File: config.mk
export PLATFORM = sky130hd
export DESIGN_NAME = per_frame_linear_allocator
export DESIGN_NICKNAME = d
export VERILOG_FILES = /design/src/pfla_pkg.sv /design/src/pfla_ram.sv /design/src/pfla_cfg.sv /design/src/pfla_ctrl.sv /design/src/pfla_dp.sv /design/src/per_frame_linear_allocator.sv
export SDC_FILE = /design/constraint.sdc
export NUM_CORES = 1
export LEC_CHECK = 0
export ABC_AREA = 1
export BUFFER_PORTS_ARGS = -buffer_cell sky130_fd_sc_hd__buf_2
export CAP_MARGIN = 25
export CORE_MARGIN = 3
export CORE_UTILIZATION = 60
export CTS_CLUSTER_DIAMETER = 200
export DETAILED_ROUTE_END_ITERATION = 10
export PLACE_DENSITY = 0.83
export REMOVE_ABC_BUFFERS = 1
export SYNTH_ARGS = -nofsm -noshare
export SYNTH_HDL_FRONTEND = slang
export SYNTH_SLANG_ARGS = --single-unit
File: constraint.sdc
create_clock -name clk -period 11 [get_ports clk]
set_input_delay 0.55 -clock clk [delete_from_list [all_inputs] [get_ports clk]]
set_output_delay 0.55 -clock clk [all_outputs]
set_load 0.01 [all_outputs]
File: src/pfla_pkg.sv
`timescale 1ns / 1ps
`default_nettype none

package pfla_pkg;

    localparam int ALIGN_W  = 13;
    localparam int FSIZE_W  = 29;
    localparam int FCOUNT_W = 5;
    localparam int OPCODE_W = 2;
    localparam int BC_W     = 32;
    localparam int OFFSET_W = 32;
    localparam int FILL_W   = 32;
    localparam int APB_DW   = 32;
    localparam int APB_AW   = 4;

    localparam int MAX_FRAMES_DEF = 16;

    localparam logic [ALIGN_W-1:0]  ALIGN_RST  = ALIGN_W'(256);
    localparam logic [FSIZE_W-1:0]  FSIZE_RST  = FSIZE_W'(65536);
    localparam logic [FCOUNT_W-1:0] FCOUNT_RST = FCOUNT_W'(1);

    localparam logic [1:0] REG_ALIGNMENT   = 2'd0;
    localparam logic [1:0] REG_FRAME_SIZE  = 2'd1;
    localparam logic [1:0] REG_FRAME_COUNT = 2'd2;

    localparam logic [OPCODE_W-1:0] OP_ALLOC = 2'd0;
    localparam logic [OPCODE_W-1:0] OP_FREE  = 2'd1;
    localparam logic [OPCODE_W-1:0] OP_SWAP  = 2'd2;

    typedef struct packed {
        logic [OPCODE_W-1:0] opcode;
        logic [BC_W-1:0]     byte_count;
    } req_word_t;

    typedef struct packed {
        logic                granted;
        logic [OFFSET_W-1:0] buffer_offset;
    } rsp_word_t;

    typedef struct packed {
        logic [ALIGN_W-1:0]  alignment;
        logic [FSIZE_W-1:0]  frame_size;
        logic [FCOUNT_W-1:0] frame_count;
    } cfg_t;

    typedef struct packed {
        logic accept;
        logic div_step;
        logic round_en;
        logic commit_en;
        logic load_out;
    } cmd_t;

    typedef struct packed {
        logic                req_div;
        logic [OPCODE_W-1:0] opcode;
        logic                div_last;
        logic                out_free;
    } sts_t;

endpackage

`default_nettype wire

File: src/pfla_ram.sv
`timescale 1ns / 1ps
`default_nettype none

module pfla_ram #(
    parameter int WIDTH = 32,
    parameter int DEPTH = 16
) (
    input  wire logic                                    clk,
    input  wire logic                                    we,
    input  wire logic [(DEPTH > 1 ? $clog2(DEPTH) : 1)-1:0] waddr,
    input  wire logic [WIDTH-1:0]                        wdata,
    input  wire logic                                    re,
    input  wire logic [(DEPTH > 1 ? $clog2(DEPTH) : 1)-1:0] raddr,
    output logic      [WIDTH-1:0]                        rdata
);

    logic [WIDTH-1:0] mem [DEPTH];
    logic [WIDTH-1:0] rdata_reg;

    always_ff @(posedge clk)
    begin
        if (we)
        begin
            mem[waddr] <= wdata;
        end
        if (re)
        begin
            rdata_reg <= mem[raddr];
        end
    end

    assign rdata = rdata_reg;

endmodule

`default_nettype wire

File: src/pfla_cfg.sv
`timescale 1ns / 1ps
`default_nettype none

module pfla_cfg (
    input  wire logic                       clk,
    input  wire logic                       rst_n,
    input  wire logic                       psel,
    input  wire logic                       penable,
    input  wire logic                       pwrite,
    input  wire logic [pfla_pkg::APB_AW-1:0] paddr,
    input  wire logic [pfla_pkg::APB_DW-1:0] pwdata,
    output logic      [pfla_pkg::APB_DW-1:0] prdata,
    output logic                            pready,
    output pfla_pkg::cfg_t                  cfg
);

    pfla_pkg::cfg_t cfg_reg;
    logic           wr_en;

    assign wr_en  = psel && penable && pwrite;
    assign pready = 1'b1;

    always_ff @(posedge clk or negedge rst_n)
    begin
        if (!rst_n)
        begin
            cfg_reg.alignment   <= pfla_pkg::ALIGN_RST;
            cfg_reg.frame_size  <= pfla_pkg::FSIZE_RST;
            cfg_reg.frame_count <= pfla_pkg::FCOUNT_RST;
        end
        else if (wr_en)
        begin
            case (paddr[3:2])
                pfla_pkg::REG_ALIGNMENT:
                    cfg_reg.alignment <= pwdata[pfla_pkg::ALIGN_W-1:0];
                pfla_pkg::REG_FRAME_SIZE:
                    cfg_reg.frame_size <= pwdata[pfla_pkg::FSIZE_W-1:0];
                pfla_pkg::REG_FRAME_COUNT:
                    cfg_reg.frame_count <= pwdata[pfla_pkg::FCOUNT_W-1:0];
                default:
                    cfg_reg <= cfg_reg;
            endcase
        end
    end

    always_comb
    begin
        case (paddr[3:2])
            pfla_pkg::REG_ALIGNMENT:
                prdata = pfla_pkg::APB_DW'(cfg_reg.alignment);
            pfla_pkg::REG_FRAME_SIZE:
                prdata = pfla_pkg::APB_DW'(cfg_reg.frame_size);
            pfla_pkg::REG_FRAME_COUNT:
                prdata = pfla_pkg::APB_DW'(cfg_reg.frame_count);
            default:
                prdata = '0;
        endcase
    end

    assign cfg = cfg_reg;

endmodule

`default_nettype wire

File: src/pfla_ctrl.sv
`timescale 1ns / 1ps
`default_nettype none

module pfla_ctrl (
    input  wire logic           clk,
    input  wire logic           rst_n,
    input  wire logic           req_valid,
    output logic                req_ready,
    input  wire pfla_pkg::sts_t sts,
    output pfla_pkg::cmd_t      cmd
);

    typedef enum logic [4:0] {
        S_IDLE   = 5'b00001,
        S_DIVIDE = 5'b00010,
        S_ROUND  = 5'b00100,
        S_COMMIT = 5'b01000,
        S_DONE   = 5'b10000
    } state_t;

    state_t state_reg;
    state_t state_next;

    always_ff @(posedge clk or negedge rst_n)
    begin
        if (!rst_n)
        begin
            state_reg <= S_IDLE;
        end
        else
        begin
            state_reg <= state_next;
        end
    end

    always_comb
    begin
        state_next = state_reg;
        case (state_reg)
            S_IDLE:
            begin
                if (req_valid)
                begin
                    state_next = sts.req_div ? S_DIVIDE : S_COMMIT;
                end
            end
            S_DIVIDE:
            begin
                if (sts.div_last)
                begin
                    state_next = (sts.opcode == pfla_pkg::OP_ALLOC) ? S_ROUND : S_COMMIT;
                end
            end
            S_ROUND:
                state_next = S_COMMIT;
            S_COMMIT:
                state_next = S_DONE;
            S_DONE:
            begin
                if (sts.out_free)
                begin
                    state_next = S_IDLE;
                end
            end
            default:
                state_next = S_IDLE;
        endcase
    end

    assign req_ready     = (state_reg == S_IDLE);
    assign cmd.accept    = (state_reg == S_IDLE) && req_valid;
    assign cmd.div_step  = (state_reg == S_DIVIDE);
    assign cmd.round_en  = (state_reg == S_ROUND);
    assign cmd.commit_en = (state_reg == S_COMMIT);
    assign cmd.load_out  = (state_reg == S_DONE) && sts.out_free;

endmodule

`default_nettype wire

File: src/pfla_dp.sv
`timescale 1ns / 1ps
`default_nettype none

module pfla_dp #(
    parameter int MAX_FRAMES = pfla_pkg::MAX_FRAMES_DEF
) (
    input  wire logic                clk,
    input  wire logic                rst_n,
    input  wire pfla_pkg::cmd_t      cmd,
    output pfla_pkg::sts_t           sts,
    input  wire pfla_pkg::cfg_t      cfg,
    input  wire pfla_pkg::req_word_t req,
    output logic                     rsp_valid,
    input  wire logic                rsp_ready,
    output pfla_pkg::rsp_word_t      rsp
);

    localparam int FRAME_W = (MAX_FRAMES > 1) ? $clog2(MAX_FRAMES) : 1;
    localparam int CNT_W   = $clog2(pfla_pkg::BC_W);
    localparam int AW      = pfla_pkg::ALIGN_W;
    localparam int RND_W   = pfla_pkg::BC_W + 1;
    localparam int SUM_W   = RND_W + 1;
    localparam int BASE_W  = FRAME_W + pfla_pkg::FSIZE_W;
    localparam int OFF_W   = ((BASE_W > pfla_pkg::FILL_W) ? BASE_W : pfla_pkg::FILL_W) + 1;
    localparam logic [AW-1:0]    MAX_C = AW'(MAX_FRAMES);
    localparam logic [CNT_W-1:0] LAST_STEP = CNT_W'(pfla_pkg::BC_W - 1);

    logic [pfla_pkg::OPCODE_W-1:0] op_reg;
    logic [pfla_pkg::BC_W-1:0]     bc_reg;
    logic [pfla_pkg::BC_W-1:0]     dvd_reg;
    logic [AW-1:0]                 divisor_reg;
    logic [AW-1:0]                 rem_reg;
    logic [CNT_W-1:0]              cnt_reg;
    logic [RND_W-1:0]              rounded_reg;
    logic [BASE_W-1:0]             base_reg;
    logic [FRAME_W-1:0]            active_reg;
    logic [MAX_FRAMES-1:0]         valid_reg;
    logic                          granted_reg;
    logic [pfla_pkg::OFFSET_W-1:0] offset_reg;
    logic                          rsp_valid_reg;
    pfla_pkg::rsp_word_t           rsp_reg;

    logic [AW-1:0]                 align_eff;
    logic [AW-1:0]                 fc_ext;
    logic [AW-1:0]                 count_eff;
    logic [AW:0]                   trial;
    logic                          trial_ge;
    logic [AW-1:0]                 pad;
    logic [pfla_pkg::FILL_W-1:0]   fill_rd;
    logic [pfla_pkg::FILL_W-1:0]   fill;
    logic [SUM_W-1:0]              need_sum;
    logic                          fits;
    logic [OFF_W-1:0]              off_sum;
    logic                          ram_we;

    assign align_eff = (cfg.alignment == '0) ? AW'(1) : cfg.alignment;
    assign fc_ext    = AW'(cfg.frame_count);
    assign count_eff = (fc_ext == '0) ? AW'(1) : ((fc_ext > MAX_C) ? MAX_C : fc_ext);

    assign trial    = {rem_reg, dvd_reg[pfla_pkg::BC_W-1]};
    assign trial_ge = (trial >= {1'b0, divisor_reg});

    assign pad = (rem_reg == '0) ? '0 : (divisor_reg - rem_reg);

    assign fill     = valid_reg[active_reg] ? fill_rd : '0;
    assign need_sum = SUM_W'(fill) + SUM_W'(rounded_reg);
    assign fits     = (need_sum <= SUM_W'(cfg.frame_size));
    assign off_sum  = OFF_W'(fill) + OFF_W'(base_reg);
    assign ram_we   = cmd.commit_en && (op_reg == pfla_pkg::OP_ALLOC) && fits;

    pfla_ram #(
        .WIDTH (pfla_pkg::FILL_W),
        .DEPTH (MAX_FRAMES)
    ) u_fill_ram (
        .clk   (clk),
        .we    (ram_we),
        .waddr (active_reg),
        .wdata (need_sum[pfla_pkg::FILL_W-1:0]),
        .re    (cmd.accept),
        .raddr (active_reg),
        .rdata (fill_rd)
    );

    always_ff @(posedge clk)
    begin
        if (cmd.accept)
        begin
            op_reg  <= req.opcode;
            bc_reg  <= req.byte_count;
            rem_reg <= '0;
            if (req.opcode == pfla_pkg::OP_SWAP)
            begin
                dvd_reg     <= pfla_pkg::BC_W'(active_reg) + pfla_pkg::BC_W'(1);
                divisor_reg <= count_eff;
            end
            else
            begin
                dvd_reg     <= req.byte_count;
                divisor_reg <= align_eff;
            end
        end
        else if (cmd.div_step)
        begin
            dvd_reg <= {dvd_reg[pfla_pkg::BC_W-2:0], 1'b0};
            rem_reg <= trial_ge ? AW'(trial - {1'b0, divisor_reg}) : trial[AW-1:0];
        end
        if (cmd.round_en)
        begin
            rounded_reg <= RND_W'(bc_reg) + RND_W'(pad);
            base_reg    <= BASE_W'(active_reg) * BASE_W'(cfg.frame_size);
        end
        if (cmd.commit_en)
        begin
            case (op_reg)
                pfla_pkg::OP_ALLOC:
                begin
                    granted_reg <= fits;
                    offset_reg  <= fits ? off_sum[pfla_pkg::OFFSET_W-1:0] : '0;
                end
                pfla_pkg::OP_FREE, pfla_pkg::OP_SWAP:
                begin
                    granted_reg <= 1'b1;
                    offset_reg  <= '0;
                end
                default:
                begin
                    granted_reg <= 1'b0;
                    offset_reg  <= '0;
                end
            endcase
        end
        if (cmd.load_out)
        begin
            rsp_reg.granted       <= granted_reg;
            rsp_reg.buffer_offset <= offset_reg;
        end
    end

    always_ff @(posedge clk or negedge rst_n)
    begin
        if (!rst_n)
        begin
            cnt_reg       <= '0;
            active_reg    <= '0;
            valid_reg     <= '0;
            rsp_valid_reg <= 1'b0;
        end
        else
        begin
            if (cmd.accept)
            begin
                cnt_reg <= '0;
            end
            else if (cmd.div_step)
            begin
                cnt_reg <= cnt_reg + CNT_W'(1);
            end
            if (cmd.commit_en)
            begin
                case (op_reg)
                    pfla_pkg::OP_ALLOC:
                    begin
                        if (fits)
                        begin
                            valid_reg[active_reg] <= 1'b1;
                        end
                    end
                    pfla_pkg::OP_FREE:
                        valid_reg[active_reg] <= 1'b0;
                    pfla_pkg::OP_SWAP:
                        active_reg <= rem_reg[FRAME_W-1:0];
                    default:
                        active_reg <= active_reg;
                endcase
            end
            if (cmd.load_out)
            begin
                rsp_valid_reg <= 1'b1;
            end
            else if (rsp_ready)
            begin
                rsp_valid_reg <= 1'b0;
            end
        end
    end

    assign sts.req_div  = (req.opcode == pfla_pkg::OP_ALLOC) || (req.opcode == pfla_pkg::OP_SWAP);
    assign sts.opcode   = op_reg;
    assign sts.div_last = (cnt_reg == LAST_STEP);
    assign sts.out_free = !rsp_valid_reg || rsp_ready;

    assign rsp_valid = rsp_valid_reg;
    assign rsp       = rsp_reg;

endmodule

`default_nettype wire

File: src/per_frame_linear_allocator.sv
// Per-frame aligned bump allocator.
// Request channel (req_valid/req_ready/req): one word per operation, opcode
// allocate, free the active frame or swap to the next frame. Response channel
// (rsp_valid/rsp_ready/rsp): exactly one word per request, in request order,
// carrying granted and the buffer offset of a granted allocation.
// Configuration goes through the APB port: alignment at 0x0, frame_size at 0x4,
// frame_count at 0x8; pready is always high, writes land in the access cycle.
// Allocate and swap run a remainder unit one bit per cycle over 32 dividend
// bits; an allocate then rounds the size and commits, a swap commits, and free
// and unused opcodes go straight to commit. Each then loads the response into
// the output register once it is free. One request is in flight at a time.
// The response sits in an output register: the next request is accepted while
// an earlier response still waits for rsp_ready; a stalled receiver holds the
// block only once a second response is ready to load.
// Reset returns the registers to alignment 256, frame_size 65536,
// frame_count 1, makes frame 0 active and marks every frame fill as zero.
`timescale 1ns / 1ps
`default_nettype none

module per_frame_linear_allocator #(
    parameter int MAX_FRAMES = pfla_pkg::MAX_FRAMES_DEF
) (
    input  wire logic                        clk,
    input  wire logic                        rst_n,
    input  wire logic                        req_valid,
    output logic                             req_ready,
    input  wire pfla_pkg::req_word_t         req,
    output logic                             rsp_valid,
    input  wire logic                        rsp_ready,
    output pfla_pkg::rsp_word_t              rsp,
    input  wire logic                        psel,
    input  wire logic                        penable,
    input  wire logic                        pwrite,
    input  wire logic [pfla_pkg::APB_AW-1:0] paddr,
    input  wire logic [pfla_pkg::APB_DW-1:0] pwdata,
    output logic      [pfla_pkg::APB_DW-1:0] prdata,
    output logic                             pready
);

    pfla_pkg::cfg_t cfg;
    pfla_pkg::cmd_t cmd;
    pfla_pkg::sts_t sts;

    pfla_cfg u_cfg (
        .clk     (clk),
        .rst_n   (rst_n),
        .psel    (psel),
        .penable (penable),
        .pwrite  (pwrite),
        .paddr   (paddr),
        .pwdata  (pwdata),
        .prdata  (prdata),
        .pready  (pready),
        .cfg     (cfg)
    );

    pfla_ctrl u_ctrl (
        .clk       (clk),
        .rst_n     (rst_n),
        .req_valid (req_valid),
        .req_ready (req_ready),
        .sts       (sts),
        .cmd       (cmd)
    );

    pfla_dp #(
        .MAX_FRAMES (MAX_FRAMES)
    ) u_dp (
        .clk       (clk),
        .rst_n     (rst_n),
        .cmd       (cmd),
        .sts       (sts),
        .cfg       (cfg),
        .req       (req),
        .rsp_valid (rsp_valid),
        .rsp_ready (rsp_ready),
        .rsp       (rsp)
    );

endmodule

`default_nettype wire
==> Yosys cells after proc, flatten, opt, wreduce, memory -nomap -nowiden <==
Memory sizes are Yosys's and may differ from the RTL's. A register that Yosys moved wholly into a read port is not among the register bits.
Index checks and enable logic that the tools add are counted.
{ "totals": {"register_bits": 301, "ramBits": 512, "wordCells": 108, "mem_count": 1} }
{ "memory_table": {"columns": ["memory", "words", "word_bits", "read_ports", "rd_clocked_by_memory_dff", "wr", "line", "text"], "rows": [
  ["u_dp.u_fill_ram.mem", 16, 32, 1, 1, 1, "pfla_ram.sv:17", "logic [WIDTH-1:0] mem [DEPTH];"]
]} }
{ "op_classes": {"addsub": 7, "mul": 1, "order_cmp": 5, "eq_ne": 15, "muxes": 30, "bitwise": 3, "n_reduce_logical": 27} }
{ "op_table": {"columns": ["operator", "count"], "rows": [
  ["$mux 32", 4],
  ["$pmux 29 s3", 1],
  ["$mux 13", 5],
  ["$logic_not 13->1", 3],
  ["$add 32x33->34", 1],
  ["$le 34x29->1", 1],
  ["$add 32x13->33", 1],
  ["$add 32x32->32", 1],
  ["$mul 4x29->32", 1],
  ["$pmux 16 s2", 1],
  ["$mux 5", 6],
  ["$sub 13x13->13", 2],
  ["$pmux 5 s5", 1],
  ["$and 16x16->16", 1],
  ["$mux 16", 1],
  ["$not 16->16", 1],
  ["$or 16x16->16", 1],
  ["$ge 14x13->1", 1],
  ["$eq 5x5->1 const B", 2],
  ["$reduce_and 2->1", 5],
  ["$mux 4", 2],
  ["$logic_and 1x1->1", 7],
  ["$eq 2x2->1 const B", 3],
  ["$logic_not 2->1", 3],
  ["other kinds (21)", 33]
]} }

==> Depth between registers and ports, before layout <==
Gate-level depths: netlist of run 1.
{ "depth": {"depth_word": 8, "mapped_depth": 45, "depth_no_buf": 41} }

==> Hierarchy <==
Synthesis of run 1 repeated with hierarchy kept, for this count alone.
{ "unflattened": {"cells_unflattened": 4819, "hier_area_um2": 44810.5} }
{ "by_module_without_submodules": {"columns": ["module", "n_inst", "cells_per_inst", "area_per_inst_um2", "seq_area_each_um2"], "rows": [
  ["pfla_ram", 1, 2120, 23050.9, 16335.7],
  ["pfla_dp", 1, 2346, 19165.9, 7216.9],
  ["pfla_cfg", 1, 299, 2245.9, 1179.9],
  ["pfla_ctrl", 1, 54, 347.8, 126.4]
]} }

==> Worst setup path before layout of run 1 <==
No wires, ideal clock.
{ "synth_path": {"path_type": "reg2reg", "startpoint": "reg u_ctrl.state_reg[4]", "endpoint": "reg u_ctrl.state_reg[0]", "arrival_ps": 7388, "required_ps": 10689, "path_slack_ps": 3301, "stages_incl_launch_ff": 3, "path_cell_list": "dfrtp_1 > nor4_1 > o41ai_1"} }
{ "synth_via": {"elab_chain_len": 3, "word_cells_on_any_way": 10} }
{ "synth_lines": {"columns": ["item", "line", "text"], "rows": [
  ["start: declaration", "pfla_ctrl.sv:21", "state_t state_reg;"],
  ["start signal: assignment", "pfla_ctrl.sv:32", "state_reg <= state_next;"],
  ["$eq 5x5->1, or another cell as far along", "pfla_ctrl.sv:39", "case (state_reg)"],
  ["$ne 2x1->1 (no source line) or $ne 2x2->1 (tied branches)", null, null],
  ["$reduce_and 3->1 (no source line)", null, null]
]} }
Several ways; a longest one is shown, not always the timed one.
A chain may end at the register's enable or synchronous reset.

==> Worst setup path after layout of run 1 <==
{ "layout_path": {"startpoint": "reg u_dp.active_reg[1]", "endpoint": "mem u_dp.u_fill_ram.mem[15][14] (enable)"} }
{ "layout_via": {"elab_chain_len": 8} }
{ "layout_lines": {"columns": ["item", "line", "text"], "rows": [
  ["start: declaration", "pfla_dp.sv:36", "logic [FRAME_W-1:0] active_reg;"],
  ["start signal: assignment", "pfla_dp.sv:171", "active_reg <= rem_reg[FRAME_W-1:0];"],
  ["start signal: assignment", "pfla_dp.sv:173", "active_reg <= active_reg;"],
  ["$bmux 1 s4", "pfla_dp.sv:65", "assign fill = valid_reg[active_reg] ? fill_rd : '0;"],
  ["$mux 1 (implied by the code)", "pfla_dp.sv:65", null],
  ["$mux 32", "pfla_dp.sv:65", null],
  ["$add 32x33->34", "pfla_dp.sv:66", "assign need_sum = SUM_W'(fill) + SUM_W'(rounded_reg);"],
  ["net u_dp.need_sum[12]", "pfla_dp.sv:51", "logic [SUM_W-1:0] need_sum;"],
  ["$le 34x29->1", "pfla_dp.sv:67", "assign fits = (need_sum <= SUM_W'(cfg.frame_size));"],
  ["$logic_and 1x1->1", "pfla_dp.sv:69", "assign ram_we = cmd.commit_en && (op_reg == pfla_pkg::OP_ALLOC) && fits;"],
  ["$mux 1", "pfla_ram.sv:22", "if (we)"],
  ["$mux 1 (implied by the code)", "pfla_ram.sv:24", "mem[waddr] <= wdata;"],
  ["end: declaration", "pfla_ram.sv:17", null]
]} }
The timed path passes the listed nets, and every way through them passes these cells. The select of a mux whose other input is x is not followed.

==> results of run 1 <==
-- worst min path at each step --
stage	depth (start not counted)	end	slack (ns)	startpoint
2_1_floorplan	0	asynchronous set/reset pin	0.25	rst_n
3_3_place_gp	0	u_dp.rsp[10]	0.40	u_dp.offset_reg[10]
3_5_place_dp	0	u_dp.rsp[23]	0.40	u_dp.offset_reg[23]
4_1_cts	1	u_dp.bc_reg[28]	0.07	req[28]
5_1_grt	1	u_dp.bc_reg[2]	0.08	req[2]
6_report	1	u_dp.bc_reg[28]	0.1	req[28]
-- report_power, final --
| part | switching (mW) | internal, mW |
|---|---|---|
| Clock | 1.26 | 1.60 |
| Sequential | 0.225 | 4.61 |
| Combinational | 3.99 | 1.65 |
| Total | 5.47 | 7.86 |
-- area by class of cell --
| class | instances | area [um2] |
|---|---|---|
| Clock buffer | 101 | 2186 |
| Clock inverter | 51 | 519.2 |
| Fill cell | 4858 | 22310 |
| Inverter | 422 | 1590 |
| Multi-Input combinational cell | 2663 | 15080 |
| Sequential cell | 845 | 24870 |
| Tap cell | 931 | 1165 |
| Timing Repair Buffer | 209 | 1354 |
-- per-stage QoR --
| step | power (mW) | utilization |
|---|---|---|
| floorplan | 8.473 | - |
| global placement | 10.04 | 0.6342 |
| detailed placement | 10.26 | 0.6353 |
| CTS | 13.13 | 0.6746 |
| global route | 14.01 | 0.6770 |
| finish | 13.32 | 0.6770 |
-- cells by family after synthesis --
| group | Yosys count | synth area share |
|---|---|---|
| AOI/OAI and AO/OA | 808 | 0.1065 |
| adders and majority gates | 222 | 0.07655 |
| other | 2 | 0.0001785 |
| DFF | 845 | 0.5909 |
| buffers and inverters | 579 | 0.05392 |
| and+or+nand+nor | 1526 | 0.1505 |
| xor gates and xnor gates | 103 | 0.02144 |
-- worst max-delay path: cells and delay by family, from the launching register on --
kind,cells,cell delay [ns]
xor gates and xnor gates,1,0.85
buffers and inverters,5,1.54
AOI/OAI and AO/OA,5,0.77
adders and majority gates,3,1.13
DFF,1,0.67
and+or+nand+nor,24,3.52
-- metal layers --
metal / share of wire / up-vias
met2: 0.46 / 1907
met5: 0 / -
li1: - / 14360
met1: 0.38 / 15040
met3: 0.10 / 360
met4: 0.051 / 0
-- synth_stat cells (5+ instances only) --
master                     instances  area share
sky130_fd_sc_hd__fa_1             59       0.028
sky130_fd_sc_hd__nor2_2            6     0.00089
sky130_fd_sc_hd__nand4_1          51      0.0076
sky130_fd_sc_hd__o221ai_1          5      0.0010
sky130_fd_sc_hd__o211ai_1         13      0.0023
sky130_fd_sc_hd__xnor2_1          41      0.0085
sky130_fd_sc_hd__o21a_1            7      0.0012
sky130_fd_sc_hd__dfxtp_1          13      0.0062
sky130_fd_sc_hd__buf_1            12      0.0011
sky130_fd_sc_hd__ha_1            163       0.048
sky130_fd_sc_hd__dfrtp_1          74       0.044
sky130_fd_sc_hd__nand2_2          19      0.0028
sky130_fd_sc_hd__nor3_1           43      0.0051
sky130_fd_sc_hd__buf_2             5     0.00059
sky130_fd_sc_hd__nor2_1          483       0.043
sky130_fd_sc_hd__inv_1           411       0.037
sky130_fd_sc_hd__a31oi_1           9      0.0013
sky130_fd_sc_hd__nor3b_1           6      0.0011
sky130_fd_sc_hd__or2_2             6     0.00089
sky130_fd_sc_hd__a211oi_1          6      0.0011
sky130_fd_sc_hd__nor4_1            8      0.0012
sky130_fd_sc_hd__buf_6             7      0.0019
sky130_fd_sc_hd__o21ai_0         385       0.046
sky130_fd_sc_hd__o21ai_1           5     0.00059
sky130_fd_sc_hd__nand2_1         764       0.068
sky130_fd_sc_hd__nand3_1         111       0.013
sky130_fd_sc_hd__buf_4             6      0.0011
sky130_fd_sc_hd__clkbuf_1        126       0.011
sky130_fd_sc_hd__nand3_2          11      0.0026
sky130_fd_sc_hd__edfxtp_1        754        0.54
sky130_fd_sc_hd__o22ai_1         141       0.021
sky130_fd_sc_hd__o21bai_1         17      0.0030
sky130_fd_sc_hd__xor2_1           62       0.013
sky130_fd_sc_hd__inv_2             8     0.00071
sky130_fd_sc_hd__a21o_1            8      0.0014
sky130_fd_sc_hd__a21oi_1         186       0.022
-- repair_timing --
action / CTS / global route
hold endpoints to repair: 32 / 0
hold buffers: 1 / 0
buffers inserted: 0 / 0
==> flow_summary.rst, run 1 <==
.. list-table::
   :header-rows: 1

   * - Metric
     - Value
   * - Number of synthesized flops with an enable pin
     - 754
   * - Data arrival, critical path
     - 9.33 ns
   * - Sequential fraction of the synthesis area
     - 0.5909
   * - Skew final
     - 0.03152 ns
   * - Type of origin of the critical path
     - flip-flop
   * - #FFs+latches synth
     - 845
   * - Setup Viol. Count Final
     - 0
   * - Met2 global-route usage
     - 0.4727
   * - Final non-filler cell area
     - 46760 um2
   * - RSZ-0062 raised after global routing
     - false
   * - Drt first pass iters
     - 6
   * - Max FFs per register
     - 512
   * - Final clock period utilization by the worst path
     - 0.8243
   * - Met1 GRT Util
     - 0.4054
   * - Clock input transition at the sequential cells of the worst setup and hold paths
     - 0.06 ns
   * - Ratio of cells with drive above 1 in the final layout
     - 0.09904
   * - Type of the worst setup path
     - reg -> reg
   * - Worst relative slew slack
     - 0.2777
   * - Endpoint kind of the worst setup timing path
     - flip-flop
   * - Clock tree from TritonCTS
     - yes
   * - Post-DP Area
     - 43870 um2
   * - Cell chosen for the clock root
     - sky130_fd_sc_hd__clkbuf_16
   * - Clk buf depth
     - 3
   * - Number of buffers created by CTS
     - 84
   * - Synth cell types
     - 65
   * - Synthesis-to-layout area growth
     - 11.13%
   * - Commonest non-fill, non-tap cells in the layout
     - sky130_fd_sc_hd__nand2_1, sky130_fd_sc_hd__edfxtp_1, sky130_fd_sc_hd__nor2_1
   * - Terminus of the critical flop-to-flop path
     - u_dp.u_fill_ram.mem[15][14]
   * - Count of buffers from port buffering
     - 135
   * - Routability congestion estimate from global placement
     - 0.9607
   * - Worst setup startpoint
     - u_dp.active_reg[1]
   * - Power density normalized to cell area
     - 285.0 nW/um2
   * - Final min period
     - 9.067 ns
   * - Least-Margin Pin Slew
     - 1.080 ns
   * - Number of warnings printed during yosys synthesis
     - 0
   * - Reg2Reg Depth
     - 38
   * - Largest stage delay, worst path
     - 0.85 ns
   * - Total half-perimeter wirelength after legalization and detailed placement
     - 72580 um
   * - Total Wirelength
     - 113000 um
   * - DP Worst Slack
     - 2.156 ns
   * - Clock latency reported for the late side of the worst-skew pair
     - 0.65 ns
   * - Height of the die
     - 270.8 um
   * - Layer with the highest usage
     - met2
   * - Dominant synthesized flop cell
     - sky130_fd_sc_hd__edfxtp_1
   * - Leading cell type in the layout, fill and taps excluded
     - sky130_fd_sc_hd__nand2_1
   * - Max VDD drop
     - 0.0003002 V
   * - Final Net Count
     - 4524
   * - Reg-to-reg startpoint
     - u_dp.active_reg[1]
   * - Status
     - complete, no violations
   * - Final worst hold slack
     - 0.09514 ns
   * - Core outline area
     - 69070 um2
   * - Number of global-route vias before repair
     - 30.61k
   * - Global-route track usage on met3
     - 0.05685
   * - Cell Count Post-Placement
     - 5059
   * - Leakage Power
     - 19.23 nW
   * - Number of nets with antenna violations after detailed routing
     - 0
   * - Type of the most critical hold path
     - in -> reg
   * - Remaining routing DRC violations
     - 0
   * - Initial core utilization
     - 0.6092
   * - Summed negative setup slack over all endpoints
     - 0 ns
   * - Number of hold violations in the final report
     - 0
   * - Number of vias per cell after detailed routing
     - 6.065
   * - R2R setup slack
     - 1.93 ns
   * - First-pass GRT wire length
     - 170300 um
   * - Number of DRC markers after the initial detailed-route iteration
     - 4355
   * - Final setup slack of the worst path
     - 1.933 ns
   * - Largest net degree at the start of global routing
     - 221
   * - Endpoint of the worst setup timing path
     - u_dp.u_fill_ram.mem[15][14]
   * - Instance count of the mapped netlist
     - 4085
   * - Number of vias after detailed routing
     - 31.67k
   * - Top-level I/O count
     - 145
   * - Number of antenna violations at the first check in global routing
     - 0
   * - Count of antenna diodes in the layout
     - 0
   * - Final-report max-slew violation count
     - 0
   * - Row cnt
     - 96
   * - Number of non-filler instances in the completed layout
     - 5222
   * - FFs w/ async S/R, synth
     - 0.09231
   * - Maxcap violations
     - 0
   * - Average footprint of a synthesized cell
     - 10.30 um2
   * - Die width
     - 270.8 um
   * - Endpoint required time on the critical path
     - 11.26 ns
   * - Full die area
     - 73340 um2
   * - TritonCTS sink count
     - 845
   * - Critical Path Most Common Cell
     - sky130_fd_sc_hd__nand2_1
   * - Avg WL per Cell
     - 21.64 um
   * - Slowest stage cell, crit path
     - sky130_fd_sc_hd__xor2_1
   * - Peak clock frequency supported by timing
     - 110.3 MHz
   * - CTS-repair resized insts
     - 0
   * - Clock H-tree levels
     - 3
   * - Overall overflow remaining after global route
     - 0
   * - Total GRT Usage
     - 0.3009
   * - Total standard cell area after synthesis
     - 42070 um2
   * - Top fanout value on the critical path
     - 70
No activity file was read; power rests on OpenSTA's default activity.
==> inputs of run 2 (changes only) <==
--- a/config.mk
+++ b/config.mk
@@ -5,7 +5,7 @@
 export SDC_FILE = /design/constraint.sdc
 export NUM_CORES = 1
 export LEC_CHECK = 0
-export ABC_AREA = 1
+export ABC_AREA = 0
 export BUFFER_PORTS_ARGS = -buffer_cell sky130_fd_sc_hd__buf_2
 export CAP_MARGIN = 25
 export CORE_MARGIN = 3
==> constraint.sdc (replaced) <==
create_clock -name clk -period 9.5 [get_ports clk]
set_input_delay 0.475 -clock clk [delete_from_list [all_inputs] [get_ports clk]]
set_output_delay 0.475 -clock clk [all_outputs]
set_load 0.01 [all_outputs]
==> run 2 against run 1 <==
Against the previous run: sequential share of layout area down 0.39 points; synthesized cell count down 24%; clock-buffer cell count up 8; area after synthesis up 0.44%; clock power up 18%; combinational power down 5.9%; worst hold slack worse by 0.070 ns; critical path type unchanged; critical endpoint is now u_dp.u_fill_ram.mem[4][23].
==> flow_summary.rst, run 2 <==
.. list-table::
   :header-rows: 1

   * - Metric
     - Value
   * - Type of the most critical hold path
     - in -> reg
   * - Max FFs per register
     - 512 (unchanged)
   * - Number of vias per cell after detailed routing
     - 6.710 (+11%)
   * - Max VDD drop
     - 0.0002025 V (-33%)
   * - Number of warnings printed during yosys synthesis
     - 0 (unchanged)
   * - Synth cell types
     - 105 (+62%)
   * - Most frequent cell after synthesis
     - sky130_fd_sc_hd__edfxtp_1
   * - Setup Viol. Count Final
     - 0 (unchanged)
   * - Delay-heaviest family, CP
     - compound AO/OA/AOI/OAI gates
   * - Height of the die
     - 271.4 um (+0.21%)
   * - Post-CTS repair timing setup buffer count
     - 0 (unchanged)
   * - Routability congestion estimate from global placement
     - 0.9813 (+2.1%)
   * - Reg-to-reg startpoint
     - u_dp.active_reg[3]
   * - Cell chosen for the clock root
     - sky130_fd_sc_hd__clkbuf_16
   * - Sequential fraction of the synthesis area
     - 0.5883 (-0.002572)
   * - Final clock period utilization by the worst path
     - 0.9476 (+0.1233)
   * - Clk buf depth
     - 3 (unchanged)
   * - First-pass GRT wire length
     - 176700 um (+3.7%)
   * - Status
     - complete, no violations
   * - Largest net degree at the start of global routing
     - 99 (-55%)
   * - TritonCTS sink count
     - 845 (unchanged)
   * - Total half-perimeter wirelength after legalization and detailed placement
     - 74800 um (+3.1%)
   * - Power density normalized to cell area
     - 298.0 nW/um2 (+4.6%)
   * - #FFs+latches synth
     - 845 (unchanged)
   * - Number of non-filler instances in the completed layout
     - 4243 (-19%)
   * - Leakage Power
     - 17.30 nW (-10%)
   * - Total GRT Usage
     - 0.3211 (+0.02019)
   * - Final-report max-slew violation count
     - 0 (unchanged)
   * - Largest stage delay, worst path
     - 0.78 ns (-0.07 ns)
   * - Die width
     - 271.4 um (+0.21%)
   * - Drt first pass iters
     - 7 (+1)
   * - Clock H-tree levels
     - 3 (unchanged)
   * - Type of the worst setup path
     - reg -> reg
   * - Initial core utilization
     - 0.6108 (+0.001601)
   * - Dominant cells by area after synthesis
     - sky130_fd_sc_hd__edfxtp_1, sky130_fd_sc_hd__mux4_2, sky130_fd_sc_hd__ha_1
   * - Skew final
     - 0.02850 ns (-0.003018 ns)
   * - Area used by multi-input combinational logic
     - 16240 um2 (+7.7%)
   * - Top post-synthesis cells by count
     - sky130_fd_sc_hd__edfxtp_1, sky130_fd_sc_hd__nand2_1, sky130_fd_sc_hd__nor2_1
   * - Clock tree from TritonCTS
     - yes
   * - Endpoint required time on the critical path
     - 9.77 ns (-1.49 ns)
   * - Top-level I/O count
     - 145 (unchanged)
   * - Commonest non-fill, non-tap cells in the layout
     - sky130_fd_sc_hd__edfxtp_1, sky130_fd_sc_hd__nand2_1, sky130_fd_sc_hd__nor2_1
   * - Data arrival, critical path
     - 9.28 ns (-0.05 ns)
   * - Top-area cell type share of the netlist area
     - 0.5358 (-0.002342)
   * - Maxcap violations
     - 0 (unchanged)
   * - Clock input transition at the sequential cells of the worst setup and hold paths
     - 0.06 ns (about the same)
   * - Largest area contributor in the netlist
     - sky130_fd_sc_hd__edfxtp_1
   * - Start point of the worst hold path
     - req[27]
   * - Top fanout value on the critical path
     - 48 (-31%)
   * - Endpoint kind of the worst setup timing path
     - flip-flop
   * - Ratio of cells with drive above 1 in the final layout
     - 0.1798 (+0.08071)
   * - Type of origin of the critical path
     - flip-flop
   * - Storage cell area
     - 24870 um2 (about the same)
   * - Slowest stage cell, crit path
     - sky130_fd_sc_hd__dfrtp_4
   * - Critical Path Most Common Cell
     - sky130_fd_sc_hd__nor2_1
   * - Number of nets with antenna violations after detailed routing
     - 0 (unchanged)
   * - Number of vias after detailed routing
     - 28.47k (-10%)
   * - Core outline area
     - 69190 um2 (+0.17%)
   * - Row cnt
     - 96 (unchanged)
   * - Cell Count Post-Placement
     - 4079 (-19%)
   * - Number of synthesized flops with an enable pin
     - 754 (unchanged)
   * - Instance count of the mapped netlist
     - 3088 (-24%)
   * - Worst relative slew slack
     - 0.2977 (+0.02005)
   * - Count of buffering cells on the critical path with inverters included
     - 3 (-2)
   * - Number of fillers in the final layout
     - 4587 (-5.6%)
   * - Remaining routing DRC violations
     - 0 (unchanged)
   * - Dominant synthesized flop cell
     - sky130_fd_sc_hd__edfxtp_1
   * - Overall overflow remaining after global route
     - 0 (unchanged)
   * - Number of antenna violations at the first check in global routing
     - 3 (+3)
   * - Final Net Count
     - 3540 (-22%)
   * - Leading cell type in the layout, fill and taps excluded
     - sky130_fd_sc_hd__edfxtp_1
   * - Final min period
     - 9.002 ns (-0.06512 ns)
   * - Full die area
     - 73650 um2 (+0.43%)
   * - Average footprint of a synthesized cell
     - 13.68 um2 (+33%)
   * - Number of DRC markers after the initial detailed-route iteration
     - 3774 (-13%)
   * - Count of buffers from port buffering
     - 135 (unchanged)
   * - Number of buffers created by CTS
     - 86 (+2.4%)
   * - FFs w/ async S/R, synth
     - 0.09231 (unchanged)
   * - Worst setup startpoint
     - u_dp.active_reg[3]
   * - Synthesis-to-layout area growth
     - 11.49%
   * - R2R setup slack
     - 0.50 ns (-1.43 ns)
   * - Avg WL per Cell
     - 27.73 um (+28%)
   * - RSZ-0062 raised after global routing
     - false
   * - Least-Margin Pin Slew
     - 1.053 ns (-0.02641 ns)
   * - Design Power
     - 14.04 mW (+5.4%)
   * - Number of hold violations in the final report
     - 0 (unchanged)
   * - Total standard cell area after synthesis
     - 42260 um2 (+0.44%)
   * - Peak clock frequency supported by timing
     - 111.1 MHz (+0.72%)
   * - Total Wirelength
     - 117600 um (+4.1%)
   * - Clock latency reported for the late side of the worst-skew pair
     - 0.66 ns (about the same)
   * - Number of global-route vias before repair
     - 28.38k (-7.3%)
## run 2: path summary, 6_finish.rpt
check,endpoint,cells after the start
worst max register to register,u_dp.u_fill_ram.mem[4][23],31
min in group asynchronous,asynchronous set/reset pin,2
max in group asynchronous,u_dp.active_reg[2],3
worst min register to register,u_dp.rsp[6],0
worst min-delay path,u_dp.bc_reg[27],1
worst max-delay path,u_dp.u_fill_ram.mem[4][23],31
## run 2: power breakdown
group / switching [mW] / leakage (nW) / internal, mW
combinational: 3.35 / 8.12 / 1.95
sequential: 0.319 / 7.84 / 5.05
clock: 1.47 / 1.34 / 1.90
total: 5.14 / 17.3 / 8.90
## run 2: cell families after synthesis
kind of cell,Yosys count,synth area share
xor+xnor,130,0.02694
flops,845,0.5883
mux,208,0.09783
other cells,2,0.0001777
buf+inv,325,0.03053
simple gates,858,0.09878
compound gates,493,0.08003
fa+ha+maj,227,0.07743
## run 2: layout make-up
cell class                 instances  area share
inverter                         174     0.01392
clock inverter                    48     0.01036
sequential                       845      0.5280
timing repair buffer             214     0.02945
antenna                            2   0.0001062
tap                              931     0.02473
clock buffer                     109     0.04884
multi-input combinational       1920      0.3446
## run 2: metal layers
metal,GRT usage,vias to the layer above,routed length [um]
met1,0.4147,14070,42410
met5,0,-,13
li1,-,11940,-
met3,0.06673,434,11690
met2,0.5104,2018,55600
met4,0.1848,2,7924
## run 2: per-stage QoR
step                      setup TNS (ns)  hold WS (ns)  setup slack (ns)    util  instance area, um2
final                                  0       0.02540            0.4978  0.6810               47110
after global routing                   0      0.009679            0.2070  0.6809               47110
after floorplan                 -4572.08        0.1794            -7.212       -               41630
after detailed placement               0        0.3741            0.7702  0.6394               44240
after CTS                              0      0.002567            0.6697  0.6799               47040
after global placement                 0        0.3749             1.052  0.6386               44180
## run 2: repair_timing
| item | CTS | global route |
|---|---|---|
| endpoints found under the setup margin | 0 | 4 |
| endpoints found under the hold margin | 17 | 0 |
| gates resized for setup | 0 | 1 |
| hold buffers | 1 | 0 |
